==> config.mk <==
export PLATFORM = sky130hd
export DESIGN_NAME = sal_cfg
export DESIGN_NICKNAME = d
export VERILOG_FILES = /design/src/hw/rtl/sal_pkg.sv /design/src/hw/rtl/sal_cfg.sv
export SDC_FILE = /design/constraint.sdc
export NUM_CORES = 1
export LEC_CHECK = 0
export ABC_AREA = 0
export BUFFER_PORTS_ARGS = -buffer_cell sky130_fd_sc_hd__buf_2
export CORE_AREA = 5 5 42 44
export CTS_CLUSTER_SIZE = 16
export DETAILED_ROUTE_END_ITERATION = 10
export DIE_AREA = 0 0 47 49
export GPL_TIMING_DRIVEN = 0
export HOLD_SLACK_MARGIN = 0.08
export PLACE_DENSITY = 0.71
export SETUP_SLACK_MARGIN = 0.02
export SYNTH_ARGS = -nofsm -noshare
export SYNTH_HDL_FRONTEND = slang
export SYNTH_SLANG_ARGS = --single-unit
==> constraint.sdc <==
create_clock -name clk -period 1.15 [get_ports clk]
set_clock_uncertainty 0.2 [all_clocks]
set_input_delay 0.23 -clock clk [delete_from_list [all_inputs] [get_ports clk]]
set_output_delay 0.23 -clock clk [all_outputs]
set_load 0.005 [all_outputs]
==> src/hw/rtl/sal_pkg.sv <==
// Shared types and constants for the set-associative LRU cache.
// Holds the configuration register map, result status codes and geometry struct.
// No dependencies; every other file of the cache imports this package.
package sal_pkg;

    // Width of the per-line recency stamp and the per-set use counter.
    localparam int STAMP_W = 32;

    // Configuration register widths.
    localparam int SET_BITS_W   = 3;
    localparam int BLOCK_BITS_W = 5;
    localparam int WAYS_W       = 4;

    // Configuration write channel.
    localparam int CFG_INDEX_W = 2;
    localparam int CFG_DATA_W  = 8;

    // Configuration register indexes.
    localparam logic [CFG_INDEX_W-1:0] CFG_SET_BITS   = 2'd0;
    localparam logic [CFG_INDEX_W-1:0] CFG_BLOCK_BITS = 2'd1;
    localparam logic [CFG_INDEX_W-1:0] CFG_WAYS       = 2'd2;

    // Configuration reset values.
    localparam logic [SET_BITS_W-1:0]   SET_BITS_RST   = 3'd4;
    localparam logic [BLOCK_BITS_W-1:0] BLOCK_BITS_RST = 5'd4;
    localparam logic [WAYS_W-1:0]       WAYS_RST       = 4'd8;

    // Largest offset width that is honored.
    localparam logic [BLOCK_BITS_W-1:0] BLOCK_BITS_MAX = 5'd16;

    // Result status codes.
    typedef enum logic [1:0] {
        ST_MISS  = 2'd0,
        ST_HIT   = 2'd1,
        ST_EVICT = 2'd2,
        ST_FLUSH = 2'd3
    } status_t;

    // Effective geometry after clamping the raw register values.
    typedef struct packed {
        logic [SET_BITS_W-1:0]   set_bits;
        logic [BLOCK_BITS_W-1:0] block_bits;
        logic [WAYS_W-1:0]       ways;
    } geom_t;

endpackage

==> src/hw/rtl/sal_cfg.sv <==
// Configuration registers of the set-associative LRU cache.
// Stores the raw register values and derives the clamped geometry.
// Depends on sal_pkg.
module sal_cfg #(
    parameter int MAX_SETS = 64,
    parameter int MAX_WAYS = 8
) (
    input  logic                             clk,
    input  logic                             rst_n,
    input  logic                             cfg_valid,
    output logic                             cfg_ready,
    input  logic [sal_pkg::CFG_INDEX_W-1:0]  cfg_index,
    input  logic [sal_pkg::CFG_DATA_W-1:0]   cfg_data,
    output sal_pkg::geom_t                   geom
);
    import sal_pkg::*;

    // Largest set-select width whose set count still fits in the array.
    localparam int SET_CAP_I   = $clog2(MAX_SETS + 1) - 1;
    localparam int SET_RAW_MAX = (1 << SET_BITS_W) - 1;
    localparam logic [SET_BITS_W-1:0] SET_CAP =
        SET_BITS_W'((SET_CAP_I > SET_RAW_MAX) ? SET_RAW_MAX : SET_CAP_I);

    // Largest way count that is honored.
    localparam int WAY_RAW_MAX = (1 << WAYS_W) - 1;
    localparam logic [WAYS_W-1:0] WAY_CAP =
        WAYS_W'((MAX_WAYS > WAY_RAW_MAX) ? WAY_RAW_MAX : MAX_WAYS);

    logic [SET_BITS_W-1:0]   set_bits_reg;
    logic [BLOCK_BITS_W-1:0] block_bits_reg;
    logic [WAYS_W-1:0]       ways_reg;

    // Writes are always taken; writes beyond the register map are dropped.
    assign cfg_ready = 1'b1;

    // Register file.
    always_ff @(posedge clk or negedge rst_n)
    begin
        if (!rst_n)
        begin
            set_bits_reg   <= SET_BITS_RST;
            block_bits_reg <= BLOCK_BITS_RST;
            ways_reg       <= WAYS_RST;
        end
        else if (cfg_valid && cfg_ready)
        begin
            case (cfg_index)
                CFG_SET_BITS:   set_bits_reg   <= cfg_data[SET_BITS_W-1:0];
                CFG_BLOCK_BITS: block_bits_reg <= cfg_data[BLOCK_BITS_W-1:0];
                CFG_WAYS:       ways_reg       <= cfg_data[WAYS_W-1:0];
                default: ;
            endcase
        end
    end

    // Clamp the raw values into the supported geometry.
    always_comb
    begin
        geom.set_bits   = (set_bits_reg > SET_CAP) ? SET_CAP : set_bits_reg;
        geom.block_bits = (block_bits_reg > BLOCK_BITS_MAX) ? BLOCK_BITS_MAX
                                                            : block_bits_reg;
        if (ways_reg == '0)
            geom.ways = WAYS_W'(1);
        else if (ways_reg > WAY_CAP)
            geom.ways = WAY_CAP;
        else
            geom.ways = ways_reg;
    end

endmodule

---- After elaboration in Yosys (flattened, before gate mapping) ----
Index checks and enable logic that the tools add are counted.
W data, S select, Z words.
storage, ports and cells
  output and inout bits ................... 13
  word-level logic and storage cells ...... 17
  input bits .............................. 13
  flip-flop bits (word level) ............. 12
cells by class
  reduce and logical (&&, ||, !) cells .... 5
  order comparisons ....................... 3
  muxes and demuxes ....................... 4
  eq/ne operators ......................... 2
operators with widths
  operator              count
  $mux W4               2
  $reduce_and A2 Y1     3
  $gt A5 B5 Y1 const B  1
  $mux W5               1
  $gt A4 B4 Y1 const B  1
  $logic_not A4 Y1      1
  $gt A3 B3 Y1 const B  1
  $mux W3               1
  $eq A2 B1 Y1 const B  1
  $eq A2 B2 Y1 const B  1
  $logic_not A2 Y1      1

---- Logic depth before layout (Yosys ltp) ----
  depth in word-level cells ............... 3
  depth in mapped cells ................... 2
  depth with buffers taken out ............ 2

---- Worst setup path after synthesis ----
Ideal clock, no wire load.
  kind .................................... in2reg
  start point ............................. in cfg_index[1] in the netlist's numbering
  end point ............................... reg set_bits_reg[0]
  path slack .............................. 0.013 ns
  path buffers ............................ 0
  cell stages on the path ................. 2
  setup time .............................. 0.125 ns
  data arrival time ....................... 0.812 ns
  data required time ...................... 0.825 ns
  path through ............................ nor3b_2 mux2_2
on the way
  cells in the longest elaborated chain, start to end .. 2
RTL lines
  what                         RTL line       text
  from (decl)                  sal_cfg.sv:12  input logic [sal_pkg::CFG_INDEX_W-1:0] cfg_index,
  $logic_not A2 Y1             sal_cfg.sv:47  case (cfg_index)
  $reduce_and A2 Y1 (no line)  -
  to (signal assigned)         sal_cfg.sv:48  CFG_SET_BITS: set_bits_reg <= cfg_data[SET_BITS_W-1:0];
  to (decl)                    sal_cfg.sv:29  logic [SET_BITS_W-1:0] set_bits_reg;
No other way between the ends.
A chain may end at the register's enable or synchronous reset.

==> results.md <==
- The flow ran to the end, but the final reports show violations.
- The final reports fail on hold timing, setup timing.
- The core region is about 0.0014 mm².
- The cts-stage hold buffer count is 1.
- For this configuration, the core starts out at a cell density of 39.4%.
- Setup violations remaining at the end of the flow were counted as 12.
- The signal on the critical path passes through o21ba_2 -> nor2_1 -> buf_2.
- Counting the fill cells in the layout gives between 100 and 150.
- The cell class contributing the biggest share of worst-path delay is flip-flops.
- The boundary pin count is 26.
- For this design the ratio of total power to cell area is 1600 mW/mm².
- From left edge to right edge, the die measures about 47 µm.
- In this run the worst path has a maximum fanout of 3.
- The count of buffers from port buffering is 21.
- The total overflow left after global routing is 0.
- The sum of routed wire length over all layers is roughly 1000 µm.
- The detail route stage leaves a number of antenna-violating nets equal to 0.
- The number of buffers and inverters on the critical path is 1.
- Counting instances in the post-synthesis netlist gives the leading cell types as sky130_fd_sc_hd__mux2_2 (12), sky130_fd_sc_hd__dfrtp_1 (9), sky130_fd_sc_hd__nor2b_1 (6).
- The number of global-route vias before repair is about 420.
- The arrival time at the worst endpoint is ~1.0 ns.
- The flip-flop and latch count after synthesis is 12.
- For this run, the detailed router's first-pass iteration total came to 1.
- Clock tree synthesis inserted a total of 3 buffers.
- After detailed routing, the average wire length per cell comes to roughly 12 µm.
- The clock transition at the register clock pins on the worst setup and hold paths after CTS is ~0.07 ns.
- The share of cells above drive strength 1 is 66.7%.
- The largest net degree at the start of global routing is 13.
- On the critical path, the stage with the largest delay is an instance of sky130_fd_sc_hd__dfrtp_1.
- The clock sink count is 12.
- The vertical die dimension is about 50 µm.
- The post-placement worst setup slack is -0.169 ns.
- The class of the most critical hold timing path is in -> reg.
- The critical path capture point type is an output port.
- The most instantiated flip-flop cell in the synthesis netlist is sky130_fd_sc_hd__dfrtp_1.
- Sequential cells were found to cover between 50% and 60% of the synthesized design area.
- The number of antenna violations at the first check in global routing is 0.
- The post-layout net count is 83.
- Compared with the post-synthesis result, the final layout area differs by 35.1%.
- The first global-routing pass estimated 1830 µm of wire.
- The largest single stage delay on the critical path is a little under 0.4 ns.
- The clock network latency to the later pin of the worst-skew pair is between 0.2 and 0.3 ns.
- The CTS H-tree depth is 1.
- The most instantiated library cell after synthesis is sky130_fd_sc_hd__mux2_2.
- After floorplanning, the core was divided into 14 placement rows.
- The critical path is of the reg -> out type.
- Derived from the worst setup path, the maximum achievable clock frequency is 0.686 GHz.
- The total via count in the routed design is 380.
- The top cell type by area accounts for around two fifths of the synthesized area.
- The number of hold-slack violations in the final timing report is 1.
- The maximum clock insertion buffer count is 2.
- Of all flip-flops after synthesis, the portion carrying an async set or reset was 100%.
- The synthesized area divided by synthesized cell count is roughly 13 µm².
- Synthesis handed over a netlist of between 40 and 50 instances.
- The root cell of the clock tree is sky130_fd_sc_hd__clkbuf_4.
- The number of flip-flops under the largest register name is 5.
- The final count of pins violating max slew was 0.
- For this run, the total global-route usage over all layers was measured as between 10% and 20%.
- VDD sags by at most between 0.0009 and 0.001 V.
- The number of antenna diodes in the final layout is 0.
- Yosys printed 0 warnings.
- The overall die area is around 0.0023 mm².
- The cell area that synthesis handed to floorplanning was 552 µm².
- The tightest hold margin is -0.00184 ns.
- The TritonCTS clock tree is done.
- The reported leakage power is between 0.3 and 0.4 nW.
- The required time of the critical path is between 0.7 and 0.8 ns.
- The synthesized netlist contains 12 unique library cells.
- Of all cell types, the one taking the most synthesized area is sky130_fd_sc_hd__dfrtp_1.
- The power consumption is around 1.2 mW.
- Setup repair after global routing could not meet its margin everywhere.
- For this run, design rule violations remaining after detail routing come to 0.
- After detailed routing, the number of vias per cell comes to approximately 4.5.
- The reported max-cap violation count is 0.
- Sorting the synthesized cells by area gives the leading types as sky130_fd_sc_hd__dfrtp_1 (41%), sky130_fd_sc_hd__mux2_2 (24%), sky130_fd_sc_hd__dfstp_2 (14%).
- The total nets after synthesis is 55.
- Across all setup checks in the final design, the least slack found is -0.307 ns.
- The routability-driven placement congestion ratio is ~0.67.
- The detailed router finished its first iteration with 0 violations.
- After layout, the worst path uses 127% of the clock period.
- The time the final worst path needs with I/O delays and setup is between 1 and 1.5 ns.
- The startpoint type of the worst setup path is a register.
- The number of flops mapped to enable cells by yosys is 0.
## layout by cell type (no fill, tap or decap)
cell,synthesis,routed
sky130_fd_sc_hd__dlygate4sd3_1,0,1
sky130_fd_sc_hd__dfrtp_2,0,1
sky130_fd_sc_hd__nor3b_4,0,1
sky130_fd_sc_hd__a21boi_1,0,1
sky130_fd_sc_hd__nand3b_1,2,2
sky130_fd_sc_hd__dfrtp_1,9,8
sky130_fd_sc_hd__clkbuf_4,0,3
sky130_fd_sc_hd__dfstp_2,3,3
sky130_fd_sc_hd__mux2_2,12,12
sky130_fd_sc_hd__clkbuf_8,0,1
sky130_fd_sc_hd__nor2b_4,0,1
sky130_fd_sc_hd__o21ba_2,1,1
sky130_fd_sc_hd__conb_1,1,1
sky130_fd_sc_hd__nor2_1,1,1
sky130_fd_sc_hd__nor2b_1,6,5
sky130_fd_sc_hd__buf_4,1,2
sky130_fd_sc_hd__buf_2,0,21
sky130_fd_sc_hd__clkbuf_1,4,4
## cell type report
class                      instances  area [µm²]  area share (%)
clock buffer                       4        36.3            4.87
buffer                             5        22.5            3.02
multi-input combinational         25         239            32.0
timing repair buffer              23         123            16.4
tap                               16        20.0            2.68
sequential                        12         305            40.9
## path summary, 6_finish.rpt
kind / slack (ns) / startpoint / end / cells past startpoint
max: -0.31 / ways_reg[2] / geom[0] / 3
min reg2reg: 0.30 / ways_reg[0] / ways_reg[0] / 1
max reg2reg: 0.08 / ways_reg[1] / ways_reg[1] / 2
min in group asynchronous: 0.16 / rst_n / block_bits_reg[3] / 2
max in group asynchronous: 0.32 / rst_n / set_bits_reg[2] / 2
min: -0.002 / cfg_data[4] / block_bits_reg[4] / 2
## through the flow
step           hold slack (ns)  instances  util (%)  area (µm²)  setup TNS, ns
4_1_cts                -0.0112         85      52.6         737          -3.15
5_1_grt                -0.0133         85      53.2         746          -3.79
6_report              -0.00184         85      53.2         746          -3.01
3_5_place_dp           -0.0803         79      48.8         683          -1.57
3_3_place_gp           -0.0838         79      48.8         683          -1.59
2_1_floorplan           -0.266         42         -         558              0
## cell families (layout without fill, tap and decap cells)
| family | after synthesis | count (layout) | share of synthesized area, % |
|---|---|---|---|
| compound gates | 2 | 2 | 3.18 |
| flops | 12 | 12 | 55.1 |
| other cells | 1 | 1 | 0.680 |
| simple gates | 10 | 10 | 12.5 |
| buf+inv | 5 | 32 | 4.08 |
| mux | 12 | 12 | 24.5 |
## layer usage
layer	part of all wire, %	vias up	track usage, %
li1	-	195	-
met1	40	173	13.9
met2	52	10	15.8
met3	6.4	2	3.69
met4	1.7	0	8.29
met5	0	-	0
## report_power, final
| part | leakage (nW) | switching (mW) | internal, mW |
|---|---|---|---|
| Clock | 0.0210 | 0.130 | 0.192 |
| Sequential | 0.137 | 0.0544 | 0.518 |
| Combinational | 0.195 | 0.105 | 0.195 |
| Total | 0.353 | 0.290 | 0.905 |
## worst reg2reg max path: cells and delay by family (launching register included)
kind,cells,cell delay [ns]
buf+inv,1,0.13
flops,1,0.38
mux,1,0.25
## timing repair
item | in CTS | in global routing
pin swaps | 1 | 0
endpoints found under the setup margin | 12 | 12
resized for setup | 1 | 2
setup buffers | 1 | 0
endpoints found under the hold margin | 24 | 12
Power figures use the tool's default switching activity.
