## src/hw/rtl/sal_pkg.sv

```systemverilog
// Shared types and constants for the set-associative LRU cache.
// Holds the configuration register map, result status codes and geometry struct.
// No dependencies; every other file of the cache imports this package.
package sal_pkg;

    // Width of the per-line recency stamp and the per-set use counter.
    localparam int STAMP_W = 32;

    // Configuration register widths.
    localparam int SET_BITS_W   = 3;
    localparam int BLOCK_BITS_W = 5;
    localparam int WAYS_W       = 4;

    // Configuration write channel.
    localparam int CFG_INDEX_W = 2;
    localparam int CFG_DATA_W  = 8;

    // Configuration register indexes.
    localparam logic [CFG_INDEX_W-1:0] CFG_SET_BITS   = 2'd0;
    localparam logic [CFG_INDEX_W-1:0] CFG_BLOCK_BITS = 2'd1;
    localparam logic [CFG_INDEX_W-1:0] CFG_WAYS       = 2'd2;

    // Configuration reset values.
    localparam logic [SET_BITS_W-1:0]   SET_BITS_RST   = 3'd4;
    localparam logic [BLOCK_BITS_W-1:0] BLOCK_BITS_RST = 5'd4;
    localparam logic [WAYS_W-1:0]       WAYS_RST       = 4'd8;

    // Largest offset width that is honored.
    localparam logic [BLOCK_BITS_W-1:0] BLOCK_BITS_MAX = 5'd16;

    // Result status codes.
    typedef enum logic [1:0] {
        ST_MISS  = 2'd0,
        ST_HIT   = 2'd1,
        ST_EVICT = 2'd2,
        ST_FLUSH = 2'd3
    } status_t;

    // Effective geometry after clamping the raw register values.
    typedef struct packed {
        logic [SET_BITS_W-1:0]   set_bits;
        logic [BLOCK_BITS_W-1:0] block_bits;
        logic [WAYS_W-1:0]       ways;
    } geom_t;

endpackage

```

## src/hw/rtl/sal_ctrl.sv

```systemverilog
// Sequencer and shared compare unit of the set-associative LRU cache.
// Clears the stores after reset, scans one way per pass, then writes back.
// Depends on sal_pkg; drives the stores in sal_mem.
module sal_ctrl #(
    parameter int SET_W      = 6,
    parameter int WAY_W      = 3,
    parameter int ADDR_WIDTH = 48,
    localparam int LINE_W    = 1 + sal_pkg::STAMP_W + ADDR_WIDTH,
    localparam int IDX_W     = SET_W + WAY_W
) (
    input  logic                        clk,
    input  logic                        rst_n,
    input  sal_pkg::geom_t              geom,
    input  logic                        in_valid,
    output logic                        in_ready,
    input  logic                        in_mode,
    input  logic [ADDR_WIDTH-1:0]       in_address,
    output logic                        out_valid,
    input  logic                        out_ready,
    output sal_pkg::status_t            out_status,
    output logic [ADDR_WIDTH-1:0]       out_insert,
    output logic [ADDR_WIDTH-1:0]       out_victim,
    output logic                        line_rd_en,
    output logic [IDX_W-1:0]            line_rd_addr,
    input  logic [LINE_W-1:0]           line_rd_data,
    output logic                        line_wr_en,
    output logic [IDX_W-1:0]            line_wr_addr,
    output logic [LINE_W-1:0]           line_wr_data,
    output logic                        clk_rd_en,
    output logic [SET_W-1:0]            clk_rd_addr,
    input  logic [sal_pkg::STAMP_W-1:0] clk_rd_data,
    output logic                        clk_wr_en,
    output logic [SET_W-1:0]            clk_wr_addr,
    output logic [sal_pkg::STAMP_W-1:0] clk_wr_data
);
    import sal_pkg::*;

    typedef enum logic [5:0] {
        S_CLEAR  = 6'b000001,
        S_IDLE   = 6'b000010,
        S_READ   = 6'b000100,
        S_CHECK  = 6'b001000,
        S_UPDATE = 6'b010000,
        S_DONE   = 6'b100000
    } state_t;

    state_t                  state_reg;
    state_t                  state_next;
    logic [IDX_W-1:0]        clr_cnt_reg;

    // Request context.
    logic                    mode_reg;
    logic [ADDR_WIDTH-1:0]   block_reg;
    logic [SET_W-1:0]        set_reg;
    logic [WAY_W-1:0]        way_reg;

    // Scan results.
    logic                    hit_found_reg;
    logic [WAY_W-1:0]        hit_way_reg;
    logic                    free_found_reg;
    logic [WAY_W-1:0]        free_way_reg;
    logic [STAMP_W-1:0]      min_stamp_reg;
    logic [WAY_W-1:0]        min_way_reg;
    logic [ADDR_WIDTH-1:0]   min_block_reg;

    // Finished result and output register.
    status_t                 res_status_reg;
    logic [ADDR_WIDTH-1:0]   res_victim_reg;
    logic                    out_valid_reg;
    status_t                 out_status_reg;
    logic [ADDR_WIDTH-1:0]   out_insert_reg;
    logic [ADDR_WIDTH-1:0]   out_victim_reg;

    logic                    accept;
    logic                    out_load;
    logic [ADDR_WIDTH-1:0]   shifted;
    logic [ADDR_WIDTH-1:0]   in_block;
    logic [SET_W:0]          set_one;
    logic [SET_W-1:0]        set_mask;
    logic [SET_W-1:0]        in_set;
    logic [WAY_W-1:0]        last_way;
    logic [WAY_W-1:0]        fill_way;
    logic                    rd_valid;
    logic [STAMP_W-1:0]      rd_stamp;
    logic [ADDR_WIDTH-1:0]   rd_block;
    logic                    rd_match;
    logic                    rd_lower;
    logic [STAMP_W-1:0]      new_stamp;

    assign in_ready  = (state_reg == S_IDLE);
    assign accept    = in_valid && in_ready;
    assign out_load  = (state_reg == S_DONE) && (!out_valid_reg || out_ready);

    // Split the incoming address into block address and set index.
    assign shifted  = in_address >> geom.block_bits;
    assign in_block = shifted << geom.block_bits;
    assign set_one  = (SET_W + 1)'(1) << geom.set_bits;
    assign set_mask = SET_W'(set_one - 1'b1);
    assign in_set   = shifted[SET_W-1:0] & set_mask;
    assign last_way = WAY_W'(geom.ways - 4'd1);

    // Shared compare unit on the line word read back from the store.
    assign rd_valid  = line_rd_data[LINE_W-1];
    assign rd_stamp  = line_rd_data[LINE_W-2 -: STAMP_W];
    assign rd_block  = line_rd_data[ADDR_WIDTH-1:0];
    assign rd_match  = rd_valid && (rd_block == block_reg);
    assign rd_lower  = (rd_stamp < min_stamp_reg);
    assign new_stamp = clk_rd_data + STAMP_W'(1);

    // Way to refill: the hit way, else the first free way, else the LRU way.
    assign fill_way = hit_found_reg  ? hit_way_reg  :
                      free_found_reg ? free_way_reg : min_way_reg;

    // Store port control.
    always_comb
    begin
        line_rd_en   = 1'b0;
        line_rd_addr = {set_reg, way_reg};
        line_wr_en   = 1'b0;
        line_wr_addr = {set_reg, way_reg};
        line_wr_data = {1'b1, new_stamp, block_reg};
        clk_rd_en    = accept;
        clk_rd_addr  = in_set;
        clk_wr_en    = 1'b0;
        clk_wr_addr  = set_reg;
        clk_wr_data  = new_stamp;
        case (state_reg)
            S_CLEAR:
            begin
                line_wr_en   = 1'b1;
                line_wr_addr = clr_cnt_reg;
                line_wr_data = '0;
                clk_wr_en    = 1'b1;
                clk_wr_addr  = clr_cnt_reg[IDX_W-1:WAY_W];
                clk_wr_data  = '0;
            end
            S_READ:
            begin
                line_rd_en = 1'b1;
            end
            S_CHECK:
            begin
                // A flush invalidates the matching line and zeroes its stamp.
                if (mode_reg && rd_match)
                begin
                    line_wr_en   = 1'b1;
                    line_wr_data = {1'b0, {STAMP_W{1'b0}}, rd_block};
                end
            end
            S_UPDATE:
            begin
                if (!mode_reg)
                begin
                    line_wr_en   = 1'b1;
                    line_wr_addr = {set_reg, fill_way};
                    clk_wr_en    = 1'b1;
                end
            end
            default: ;
        endcase
    end

    // Next-state logic.
    always_comb
    begin
        state_next = state_reg;
        case (state_reg)
            S_CLEAR:  if (&clr_cnt_reg) state_next = S_IDLE;
            S_IDLE:   if (accept) state_next = S_READ;
            S_READ:   state_next = S_CHECK;
            S_CHECK:  state_next = (way_reg == last_way) ? S_UPDATE : S_READ;
            S_UPDATE: state_next = S_DONE;
            S_DONE:   if (out_load) state_next = S_IDLE;
            default:  state_next = S_CLEAR;
        endcase
    end

    // Control registers.
    always_ff @(posedge clk or negedge rst_n)
    begin
        if (!rst_n)
        begin
            state_reg     <= S_CLEAR;
            clr_cnt_reg   <= '0;
            out_valid_reg <= 1'b0;
        end
        else
        begin
            state_reg <= state_next;
            if (state_reg == S_CLEAR)
                clr_cnt_reg <= clr_cnt_reg + 1'b1;
            if (out_load)
                out_valid_reg <= 1'b1;
            else if (out_ready)
                out_valid_reg <= 1'b0;
        end
    end

    // Datapath registers.
    always_ff @(posedge clk)
    begin
        // Capture a new request.
        if (accept)
        begin
            mode_reg       <= in_mode;
            block_reg      <= in_block;
            set_reg        <= in_set;
            way_reg        <= '0;
            hit_found_reg  <= 1'b0;
            free_found_reg <= 1'b0;
        end

        // Evaluate one way: hit, first free way and lowest stamp.
        if (state_reg == S_CHECK)
        begin
            way_reg <= way_reg + 1'b1;
            if (rd_valid)
            begin
                if (!hit_found_reg && rd_match)
                begin
                    hit_found_reg <= 1'b1;
                    hit_way_reg   <= way_reg;
                end
            end
            else if (!free_found_reg)
            begin
                free_found_reg <= 1'b1;
                free_way_reg   <= way_reg;
            end
            if ((way_reg == '0) || rd_lower)
            begin
                min_stamp_reg <= rd_stamp;
                min_way_reg   <= way_reg;
                min_block_reg <= rd_block;
            end
        end

        // Form the result.
        if (state_reg == S_UPDATE)
        begin
            res_victim_reg <= '0;
            if (mode_reg)
                res_status_reg <= ST_FLUSH;
            else if (hit_found_reg)
                res_status_reg <= ST_HIT;
            else if (free_found_reg)
                res_status_reg <= ST_MISS;
            else
            begin
                res_status_reg <= ST_EVICT;
                res_victim_reg <= min_block_reg;
            end
        end

        // Move the result into the output register once it is free.
        if (out_load)
        begin
            out_status_reg <= res_status_reg;
            out_insert_reg <= block_reg;
            out_victim_reg <= res_victim_reg;
        end
    end

    assign out_valid  = out_valid_reg;
    assign out_status = out_status_reg;
    assign out_insert = out_insert_reg;
    assign out_victim = out_victim_reg;

    // A new request always starts its scan at way zero.
    a_scan_starts: assert property (@(posedge clk) disable iff (!rst_n)
        accept |=> (state_reg == S_READ) && (way_reg == '0))
        else $error("scan did not start at way zero");

    // The scan never looks past the ways in use.
    a_scan_in_range: assert property (@(posedge clk) disable iff (!rst_n)
        (state_reg == S_CHECK) |-> (way_reg <= last_way))
        else $error("scan beyond the ways in use");

    // A fill always lands inside the ways in use.
    a_fill_in_range: assert property (@(posedge clk) disable iff (!rst_n)
        (state_reg == S_UPDATE) && !mode_reg |-> (fill_way <= last_way))
        else $error("fill way beyond the ways in use");

endmodule

```

## config.mk

```make
export PLATFORM = sky130hd
export DESIGN_NAME = sal_ctrl
export DESIGN_NICKNAME = d
export VERILOG_FILES = /design/src/hw/rtl/sal_pkg.sv /design/src/hw/rtl/sal_ctrl.sv
export SDC_FILE = /design/constraint.sdc
export NUM_CORES = 1
export LEC_CHECK = 0
export BUFFER_PORTS_ARGS = -buffer_cell sky130_fd_sc_hd__buf_2
export CAP_MARGIN = 20
export CORE_UTILIZATION = 55
export DETAILED_ROUTE_END_ITERATION = 16
export GPL_TIMING_DRIVEN = 0
export PLACE_DENSITY = 0.89
export SLEW_MARGIN = 20
export SYNTH_ARGS = -nofsm -noshare
export SYNTH_HDL_FRONTEND = slang
export SYNTH_SLANG_ARGS = --single-unit
```

## constraint.sdc

```tcl
create_clock -name clk -period 7.4 [get_ports clk]
set_input_delay 1.85 -clock clk [delete_from_list [all_inputs] [get_ports clk]]
set_output_delay 1.85 -clock clk [all_outputs]
set_load 0.05 [all_outputs]
```

## Word level (Yosys, flattened, before mapping)

Index checks and enable logic that the tools add are counted.
Widths: inputs -> output; s select.

| storage, ports and cells | value |
|---|---|
| flip-flop bits (word level) | 313 |
| word-level logic and storage cells | 94 |

| operators by class | value |
|---|---|
| add/subtract/negate cells | 5 |
| $lt $le $gt $ge | 1 |
| eq/ne operators | 11 |
| shifts and indexed selects | 3 |
| muxes and demuxes | 32 |
| bitwise gates (word level) | 3 |
| reductions and logical operators | 19 |

Operators by type and width:

| cell | number |
|---|---|
| $pmux 81 s2 | 1 |
| $mux 81 | 1 |
| $eq 48x48->1 | 1 |
| $shl 48x5->48 | 1 |
| $shr 48x5->48 | 1 |
| $pmux 6 s6 | 1 |
| $add 32x1->32 const B | 1 |
| $lt 32x32->1 | 1 |
| $mux 32 | 1 |
| $mux 6 | 4 |
| $pmux 9 s2 | 1 |
| $mux 3 | 5 |
| $mux 1 | 13 |
| $add 9x1->9 const B | 1 |
| $reduce_and 3->1 | 3 |
| $reduce_and 9->1 | 1 |
| $and 6x6->6 | 1 |
| $eq 6x1->1 const B | 1 |
| $eq 6x2->1 const B | 1 |
| $eq 6x3->1 const B | 1 |
| $eq 6x4->1 const B | 1 |
| $eq 6x5->1 const B | 1 |
| $eq 6x6->1 const B | 1 |
| $shl 1x3->6 const A | 1 |
| 19 further kinds | 29 |

## Logic depth before layout (Yosys ltp)

Gate-level depths: netlist of run 1.

| depth | value |
|---|---|
| depth in word-level cells | 6 |
| gate-level depth with buffers | 14 |
| gate-level depth less buffers | 11 |

## Worst setup path before layout of run 1

No wires, ideal clock.

| timing | value |
|---|---|
| path kind | input to register |
| start | input line_rd_data[65] |
| end | register min_block_reg[0] (enable) |
| arrival | 7252 ps |
| path slack | -404 ps |
| stages on the path | 10 |
| cell sequence | ha_1 a21o_1 a21o_1 a21o_1 a21o_1 a21oi_1 nor2b_1 o21ai_0 o211ai_1 a21oi_1 |

| on the way | value |
|---|---|
| word-level cells in the longest chain between the ends | 3 |

Ends and longest elaborated chain:

| element | line | RTL |
|---|---|---|
| start: declaration | sal_ctrl.sv:25 | `input logic [LINE_W-1:0] line_rd_data,` |
| $lt 32x32->1 | sal_ctrl.sv:107 | `assign rd_lower = (rd_stamp < min_stamp_reg);` |
| $logic_or 1x1->1 | sal_ctrl.sv:230 | `if ((way_reg == '0) \|\| rd_lower)` |
| $reduce_and 2->1 (no source line) | - |  |
| end signal: assignment | sal_ctrl.sv:234 | `min_block_reg <= rd_block;` |
| end: declaration | sal_ctrl.sv:64 | `logic [ADDR_WIDTH-1:0] min_block_reg;` |

Every way passes these cells.
A chain may end at the register's enable or synchronous reset.

## Worst setup path after layout of run 1

| timing | value |
|---|---|
| start | input line_rd_data[28] |
| end | output line_wr_data[50] |

| on the way | value |
|---|---|
| word-level cells in the longest chain between the ends | 5 |

Ends and longest elaborated chain:

| element | line | RTL |
|---|---|---|
| $eq 48x48->1 | sal_ctrl.sv:106 | `assign rd_match = rd_valid && (rd_block == block_reg);` |
| $logic_and 1x1->1 | sal_ctrl.sv:106 |  |
| $logic_and 1x1->1 | sal_ctrl.sv:144 | `if (mode_reg && rd_match)` |
| $mux 81 | sal_ctrl.sv:144 |  |
| $pmux 81 s2 | sal_ctrl.sv:127 | `case (state_reg)` |
| end: declaration | sal_ctrl.sv:28 | `output logic [LINE_W-1:0] line_wr_data,` |

Every way passes these cells.

==> parameters.txt, run 1 <==
Parameter                              Value

Timing
  Shortest clock period the worst path allows after layout ... 6.838 ns
  Largest clock skew in the final design ... 0.04055 ns
  Final setup violation count ... 0
  Headroom to the max-slew limit ... 26.50%
  Worst setup margin ... 0.5623 ns
  Max Transition Viols Final ... 0
  Setup repair after global routing missed its margin ... no
  Total count of hold-check failures in the final report ... 0
  Max Clk Rate ... between 100 and 150 MHz
  Setup TNS Final ... 0 ns
  Actual slew at the worst max-slew pin ... approximately 1.1 ns
  Final hold slack ... 0.4179 ns
  Tcrit/Tclk final ... 92.40%

Drt
  Routed length per instance ... approximately 31 µm
  Antenna Violating Nets Remaining ... 0
  Vias ... 16,980
  Drt first pass iters ... 6
  Routed vias/inst ... 6.802
  Remaining routing DRC violations ... 0
  Wire length reported by the detailed router ... roughly 77,000 µm
  Initial DRC Count ... between 2,000 and 2,500

Finish
  Final standard cell utilization of the core ... 69.19%
  Non-Filler Cell Area, Final ... ~22,000 µm²
  Post-layout nets ... 2,246
  Register area ... 9300 µm²
  Area of the multi-input gates ... 7986 µm²
  Share of post-route cells with drive strength above 1 ... 30.02%
  Final instance count without filler cells ... 2,497
  Filler cell count ... 2,161
  Area growth from synthesis to layout ... 22.71%

Pwr
  Peak VDD IR ... 207.3 µV
  Switching part of the total ... 26.63%
  Portion of total power attributed to sequential cells ... 42.9%
  Power Dens Cells ... 203.5 nW/µm²
  Leakage ... 9.277 nW
  Psw ... 1.196 mW
  Share of total power in the clock network ... 41.3%
  Logic gate share of total power ... 15.9%
  Total power ... 4.490 mW
  Cell internal pwr ... between 3 and 4 mW

Worst hold path
  Path class of the lowest-slack min-delay path ... reg2reg
  Startpoint of the worst hold path ... res_victim_reg[42]$_SDFFCE_PP0N_

Yosys
  Post-synth top flop ... sky130_fd_sc_hd__edfxtp_1
  Flip-flop and latch count after synthesis ... 313
  Post-Syn Area ... 17,970 µm²
  Number of nets in the synthesized netlist ... 1,785
  Count of cell types in the netlist ... 81
  Yosys synthesis warning count ... 0
  Mapped Avg Cell Area ... 11.45 µm²
  Syn Inst Count ... around 1,600
  Number of synthesized flops with an enable pin ... 295
  Fraction of the yosys area taken by sequential cells ... 51.74%
  Share of flip-flops with an asynchronous set or reset after synthesis ... 5.112%

Setup path
  Worst setup path start ... line_rd_data[28]
  Critical Path RT ... 5.55 ns
  CP Class ... in2out
  Cell-by-cell listing of the critical path ... buf_2 -> xnor2_1 -> nand4_1 -> nor4_1 -> nand4_1 -> nor3_1 -> nand2_1 -> nand2_1 -> clkbuf_1 -> nor2_1 -> buf_2
  Highest fanout seen on the critical path ... 10
  Worst stage delay on the critical path ... 0.47 ns
  Sort of element at the end of the critical path ... output port
  Cell with the largest stage delay on the worst path ... sky130_fd_sc_hd__nor4_1
  RR Startpoint ... min_stamp_reg[1]$_DFFE_PP_
  Setup crit start kind ... input pin
  Data arrival time at the worst-slack endpoint ... 4.99 ns

Placed design
  Routability Congestion ... between 1 and 1.5
  Dpl cells ... between 2,000 and 2,500
  Estimated wirelength of the detail-placed design ... 54,310 µm
  Worst setup slack before clock tree synthesis ... 0.7512 ns
  I/O Buffers ... 420
  Placed Area ... 20,840 µm²

Global routing
  Met2 Usage GRT ... 72.37%
  GR Layer Usage met1 ... between 50% and 60%
  Number of antenna violations at the first check in global routing ... 5
  Fraction of met3 tracks used by global routing ... a little over a tenth
  Aggregate global-route resource usage ... 45.10%
  Number of global-route vias before repair ... 16,640
  First-pass GRT wire length ... 109,400 µm
  Largest net degree at the start of global routing ... 41
  Most heavily used metal layer in global routing ... met2
  Total grt overflow ... 0

Job
  Max-cap violations ... 0

Floorplanning
  Core region area ... 31,880 µm²
  Die span in x ... ~180 µm
  Initial core utilization ... ~56%
  Number of top-level pins ... about 430
  Height of the die ... 182.8 µm
  Die area ... 33,410 µm²
  Placement row count ... 65

Outcome
  Outcome ... finished, final reports clean

Clock network
  Root Driver ... sky130_fd_sc_hd__clkbuf_16
  Post-CTS resize count ... 0
  Clock latency on the worst-skew pair ... 0.58 ns
  CTS Hold Bufs ... 0
  Clock buffers created by TritonCTS ... 31
  Clock slew seen by the registers of the worst setup and hold paths ... 0.07 ns
  Sink Count ... 313
  TritonCTS clock tree ... yes
  H-tree level count ... 1
  Number of setup buffers added after CTS ... 0
  Clock tree buffer depth ... 3
logic make-up (layout without fill, tap and decap cells):
family,after synthesis,in the layout,synth area share [%]
AO/OA/AOI/OAI,273,273,10.89
other,0,7,0
buffers and inverters,165,650,4.002
adder cells (fa/ha/maj),37,37,2.576
multiplexers,162,162,12.23
AND/OR/NAND/NOR,538,538,14.57
flip-flops,313,313,51.74
XOR/XNOR,82,82,3.995
power by group through the flow:
| stage | clock network (mW) | logic, mW | registers (mW) |
|---|---|---|---|
| 6_report | 1.85 | 0.713 | 1.92 |
| 5_1_grt | 1.90 | 0.725 | 1.92 |
| 4_1_cts | 1.84 | 0.672 | 1.92 |
| 3_5_place_dp | 0 | 0.659 | 1.96 |
| 3_3_place_gp | 0 | 0.655 | 1.96 |
| 2_1_floorplan | 0 | 0.382 | 1.96 |
synth_stat cells (6+ instances only):
master	count	area [µm²]
sky130_fd_sc_hd__a21oi_1	46	230.2
sky130_fd_sc_hd__a211oi_1	13	97.59
sky130_fd_sc_hd__o211ai_1	11	82.58
sky130_fd_sc_hd__mux2i_1	79	790.8
sky130_fd_sc_hd__nor4_1	10	62.56
sky130_fd_sc_hd__mux2_2	31	349.1
sky130_fd_sc_hd__xnor2_1	35	306.5
sky130_fd_sc_hd__buf_4	15	112.6
sky130_fd_sc_hd__edfxtp_1	295	8859
sky130_fd_sc_hd__nor2b_1	15	93.84
sky130_fd_sc_hd__o21ai_0	29	145.1
sky130_fd_sc_hd__nand3_1	33	165.2
sky130_fd_sc_hd__inv_1	54	202.7
sky130_fd_sc_hd__o21a_1	7	52.55
sky130_fd_sc_hd__o2bb2ai_1	9	78.83
sky130_fd_sc_hd__ha_1	37	462.9
sky130_fd_sc_hd__nor2_1	170	638.1
sky130_fd_sc_hd__and4_1	6	52.55
sky130_fd_sc_hd__a22oi_1	13	97.59
sky130_fd_sc_hd__xor2_1	47	411.6
sky130_fd_sc_hd__mux2_1	10	112.6
sky130_fd_sc_hd__o22ai_1	27	168.9
sky130_fd_sc_hd__buf_2	17	85.08
sky130_fd_sc_hd__nor3_1	25	125.1
sky130_fd_sc_hd__a21o_1	23	172.7
sky130_fd_sc_hd__clkbuf_1	64	240.2
sky130_fd_sc_hd__nand2_1	115	431.7
sky130_fd_sc_hd__dfrtp_1	15	375.4
sky130_fd_sc_hd__and2_1	95	594.3
sky130_fd_sc_hd__a22o_1	8	70.07
sky130_fd_sc_hd__a31oi_1	7	43.79
sky130_fd_sc_hd__o221ai_1	12	105.1
sky130_fd_sc_hd__and3_1	9	56.30
sky130_fd_sc_hd__nand4_1	21	131.4
sky130_fd_sc_hd__nand2b_1	18	112.6
sky130_fd_sc_hd__o21ai_1	9	45.04
sky130_fd_sc_hd__mux4_2	42	945.9
sky130_fd_sc_hd__buf_1	6	22.52
metal layers:
| metal | up-vias | routed length, µm |
|---|---|---|
| met5 | - | 15 |
| met4 | 2 | 6141 |
| met3 | 414 | 9318 |
| met2 | 1705 | 34790 |
| met1 | 8085 | 26680 |
| li1 | 6778 | - |
placed cells by master, fill, tap and decap left out, types with 10 or more instances in the layout:
cell type / instances
sky130_fd_sc_hd__xnor2_1: 35
sky130_fd_sc_hd__edfxtp_1: 295
sky130_fd_sc_hd__clkbuf_16: 31
sky130_fd_sc_hd__o221ai_1: 12
sky130_fd_sc_hd__and2_1: 95
sky130_fd_sc_hd__xor2_1: 47
sky130_fd_sc_hd__nand2b_1: 18
sky130_fd_sc_hd__o211ai_1: 11
sky130_fd_sc_hd__a21o_1: 23
sky130_fd_sc_hd__mux2i_1: 79
sky130_fd_sc_hd__mux2_2: 31
sky130_fd_sc_hd__inv_1: 52
sky130_fd_sc_hd__buf_4: 15
sky130_fd_sc_hd__o21ai_0: 29
sky130_fd_sc_hd__a21oi_1: 45
sky130_fd_sc_hd__nand3_1: 33
sky130_fd_sc_hd__dfrtp_1: 15
sky130_fd_sc_hd__buf_2: 437
sky130_fd_sc_hd__ha_1: 37
sky130_fd_sc_hd__nand4_1: 21
sky130_fd_sc_hd__nor2_1: 170
sky130_fd_sc_hd__mux2_1: 10
sky130_fd_sc_hd__nor3_1: 25
sky130_fd_sc_hd__mux4_2: 42
sky130_fd_sc_hd__bufinv_16: 10
sky130_fd_sc_hd__a22oi_1: 13
sky130_fd_sc_hd__a211oi_1: 12
sky130_fd_sc_hd__o22ai_1: 27
sky130_fd_sc_hd__nor4_1: 10
sky130_fd_sc_hd__nor2b_1: 14
sky130_fd_sc_hd__nand2_1: 115
sky130_fd_sc_hd__clkbuf_1: 64
area by class of cell:
type,count,area share (%)
Timing Repair Buffer,428,10.39
Sequential cell,313,42.16
Clock inverter,26,1.912
Buffer,105,2.241
Tap cell,435,2.468
Multi-Input combinational cell,1092,36.21
Antenna cell,7,0.07941
Clock buffer,31,3.517
Inverter,60,1.021
worst paths after layout:
check | cells past startpoint | endpoint | slack (ns)
min in group asynchronous | 1 | out_valid$_DFFE_PN0P_ | 1.19
max in group asynchronous | 1 | state_reg[0]$_DFFE_PN1P_ | 5.89
min reg2reg | 0 | out_victim[42]$_DFFE_PP_ | 0.42
max | 11 | line_wr_data[50] | 0.56
max reg2reg | 12 | min_block_reg[0]$_DFFE_PP_ | 3.76
min | 0 | out_victim[42]$_DFFE_PP_ | 0.42
critical path: cells and delay by family:
kind                      cells  cell delay [ns]
buffers and inverters         3             0.82
and+or+nand+nor               7             2.00
xor gates and xnor gates      1             0.32
(Power assumes the default switching activity.)
==> run 2, diff against run 1 <==
- clock period: 7.4 -> 8.15 ns (I/O delays scaled with it)
==> run 2 against run 1 <==
Final cell count is 0.36% lower. Final area is 1.3% lower. First-iteration DRC count is 14% lower. Die area stayed put. Clock power is 27% lower. Sequential share of layout area is 0.54 points higher. Global-route usage is 2.8 points lower.
==> parameters.txt, run 2 (synthesized netlist as in run 1, its figures left out) <==
Parameter                              Value

Drt
  Vias ... 16,380 (-3.6%)
  Initial DRC Count ... 1,984 (-14%)
  Drt first pass iters ... 5 (-1)
  Antenna Violating Nets Remaining ... 0 (unchanged)
  Routed length per instance ... 28.93 µm (-6.1%)
  Routed vias/inst ... 6.583 (-3.2%)
  Remaining routing DRC violations ... 0 (unchanged)
  Wire length reported by the detailed router ... 71,970 µm (-6.5%)

Outcome
  Outcome ... finished, final reports clean

Clock network
  Clock buffers created by TritonCTS ... 29 (-6.5%)
  H-tree level count ... 1 (unchanged)
  Clock tree buffer depth ... 3 (unchanged)
  Root Driver ... sky130_fd_sc_hd__clkbuf_16
  Sink Count ... 313 (unchanged)
  Post-CTS resize count ... 0 (unchanged)
  Number of setup buffers added after CTS ... 0 (unchanged)
  CTS Hold Bufs ... 0 (unchanged)
  TritonCTS clock tree ... yes
  Clock slew seen by the registers of the worst setup and hold paths ... 0.07 ns (about the same)
  Clock latency on the worst-skew pair ... 0.55 ns (-0.03 ns)

Setup path
  Cell repeated most along the worst path ... sky130_fd_sc_hd__buf_2
  Critical Path RT ... 6.11 ns (+0.56 ns)
  Cell depth of the worst setup path ... 9 (-2)
  R2R depth ... 13 (+1)
  Family of cells with the greatest summed delay on the critical path ... buffers and inverters
  Worst setup path start ... geom[4]
  Destination of the worst register-to-register timing path ... min_block_reg[38]$_DFFE_PP_
  Flop2flop setup slack ... 4.39 ns (+0.63 ns)
  Worst stage delay on the critical path ... 0.70 ns (+0.23 ns)
  Cell with the largest stage delay on the worst path ... sky130_fd_sc_hd__mux2i_1
  Data arrival time at the worst-slack endpoint ... 5.16 ns (+0.17 ns)
  Worst Path Buf+Inv ... 5 (+2)
  Setup crit start kind ... input pin
  CP Class ... in2out
  Sort of element at the end of the critical path ... output port
  Highest fanout seen on the critical path ... 10 (unchanged)
  Cell-by-cell listing of the critical path ... buf_4 -> buf_2 -> buf_2 -> mux2i_1 -> nor2_1 -> a2111oi_2 -> inv_1 -> and3_1 -> buf_2
  RR Startpoint ... min_stamp_reg[17]$_DFFE_PP_
  Capturing element of the worst setup path ... clk_rd_addr[5]

Pwr
  Power Dens Cells ... 171.4 nW/µm² (-16%)
  Peak VDD IR ... 148.9 µV (-28%)
  Total power ... 3.733 mW (-17%)
  Leakage ... 9.149 nW (-1.4%)

Timing
  Final setup violation count ... 0 (unchanged)
  Setup repair after global routing missed its margin ... no
  Headroom to the max-slew limit ... 18.60% (-7.9 points)
  Final hold slack ... 0.4160 ns (-0.001856 ns)
  Max Clk Rate ... roughly 140 MHz
  Actual slew at the worst max-slew pin ... 1.217 ns (+0.1232 ns)
  Worst setup margin ... 0.9511 ns (+0.3888 ns)
  Shortest clock period the worst path allows after layout ... 7.199 ns
  Total count of hold-check failures in the final report ... 0 (unchanged)
  Largest clock skew in the final design ... 0.01560 ns (-0.02495 ns)
  Max Transition Viols Final ... 0 (unchanged)
  Tcrit/Tclk final ... 88.33%

Global routing
  First-pass GRT wire length ... 103,300 µm (-5.6%)
  Number of global-route vias before repair ... 16,150 (-2.9%)
  Total grt overflow ... 0 (unchanged)
  Number of antenna violations at the first check in global routing ... 6 (+1)
  Aggregate global-route resource usage ... 42.27% (-2.8 points)
  Largest net degree at the start of global routing ... 40 (-2.4%)

Floorplanning
  Number of top-level pins ... 425 (unchanged)
  Height of the die ... 182.8 µm (unchanged)
  Core region area ... 31,880 µm² (unchanged)
  Die span in x ... 182.8 µm (unchanged)
  Initial core utilization ... 56.38% (unchanged)
  Die area ... 33,410 µm² (unchanged)
  Placement row count ... 65 (unchanged)

Placed design
  I/O Buffers ... 420 (unchanged)
  Worst setup slack before clock tree synthesis ... 1.138 ns (+0.3869 ns)
  Routability Congestion ... 1.028 (+1.4%)
  Estimated wirelength of the detail-placed design ... 53,430 µm (-1.6%)

Finish
  Area growth from synthesis to layout ... 21.17%
  Top library cells by usage in the layout, fill and taps aside ... sky130_fd_sc_hd__buf_2, sky130_fd_sc_hd__edfxtp_1, sky130_fd_sc_hd__nor2_1
  Share of post-route cells with drive strength above 1 ... 29.64% (-0.38 points)
  Most common cell after layout, fill and taps aside ... sky130_fd_sc_hd__buf_2
  Post-layout nets ... 2,244 (-0.089%)

Job
  Max-cap violations ... 0 (unchanged)

Worst hold path
  Path class of the lowest-slack min-delay path ... reg2reg
[run 2: cell count changes in the layout (fill, tap and decap cells not counted), moves of 2 or more]
| cell | delta |
|---|---|
| sky130_fd_sc_hd__clkinv_1 | +2 |
| sky130_fd_sc_hd__clkinvlp_4 | +2 |
| sky130_fd_sc_hd__diode_2 | -5 |
| sky130_fd_sc_hd__inv_6 | +2 |
| sky130_fd_sc_hd__clkbuf_16 | -2 |
| sky130_fd_sc_hd__clkinv_4 | -2 |
| sky130_fd_sc_hd__bufinv_16 | -7 |
[run 2: final cells by class]
class,count,area (µm²)
fillers,2216,10100
flip-flops and latches,313,9300
multi-input cells,1092,7974
repair buffers,428,2285
clock buffers,30,729.5
well taps,435,544.3
plain buffers,105,494.2
inverters,60,225.2
clock inverters,23,222.7
diodes,2,5.005
[run 2: how the worst min path moves through the flow]
stage                                     startpoint  cells after the start                        to
floorplan            res_status_reg[0]$_SDFFCE_PP1N_                      0   out_status[0]$_DFFE_PP_
global placement    res_victim_reg[35]$_SDFFCE_PP0N_                      0  out_victim[35]$_DFFE_PP_
detailed placement  res_victim_reg[11]$_SDFFCE_PP0N_                      0  out_victim[11]$_DFFE_PP_
CTS                 res_victim_reg[41]$_SDFFCE_PP0N_                      0  out_victim[41]$_DFFE_PP_
global route        res_victim_reg[41]$_SDFFCE_PP0N_                      0  out_victim[41]$_DFFE_PP_
finish              res_victim_reg[41]$_SDFFCE_PP0N_                      0  out_victim[41]$_DFFE_PP_
[run 2: where the power goes]
part           total, mW  internal [mW]  switching (mW)
Sequential          1.75           1.75       0.0000489
Clock               1.35          0.754           0.601
Combinational      0.631          0.223           0.408
[run 2: metrics by stage]
stage / TNS [ns] / utilization (%) / instance area (µm²) / std cells
2_1_floorplan: 0 / - / 17970 / 1570
3_3_place_gp: -210.40 / 64.68 / 20620 / 2425
3_5_place_dp: 0 / 65.31 / 20820 / 2433
4_1_cts: 0 / 68.30 / 21770 / 2486
5_1_grt: 0 / 68.31 / 21780 / 2487
6_report: 0 / 68.32 / 21780 / 2488
[run 2: per-layer routing]
layer	GRT usage [%]	part of all wire, %	routed length [µm]
met5	0	0.090	65
met1	50.78	35	25160
met3	10.58	12	8449
met2	67.76	46	32760
met4	28.13	7.7	5527
[run 2: worst reg2reg max path, stage by stage, from the launching register on]
cell and delay (ns):
sky130_fd_sc_hd__edfxtp_1 0.38, sky130_fd_sc_hd__inv_1 0.09, sky130_fd_sc_hd__ha_1 0.26, sky130_fd_sc_hd__a21o_1 0.21, sky130_fd_sc_hd__a21o_1 0.18, sky130_fd_sc_hd__a21o_1 0.17
sky130_fd_sc_hd__a21o_1 0.19, sky130_fd_sc_hd__a21oi_1 0.22, sky130_fd_sc_hd__nor2b_1 0.07, sky130_fd_sc_hd__o21ai_0 0.23, sky130_fd_sc_hd__o211ai_1 0.22, sky130_fd_sc_hd__a21oi_4 0.74
sky130_fd_sc_hd__buf_16 0.26, sky130_fd_sc_hd__buf_16 0.22
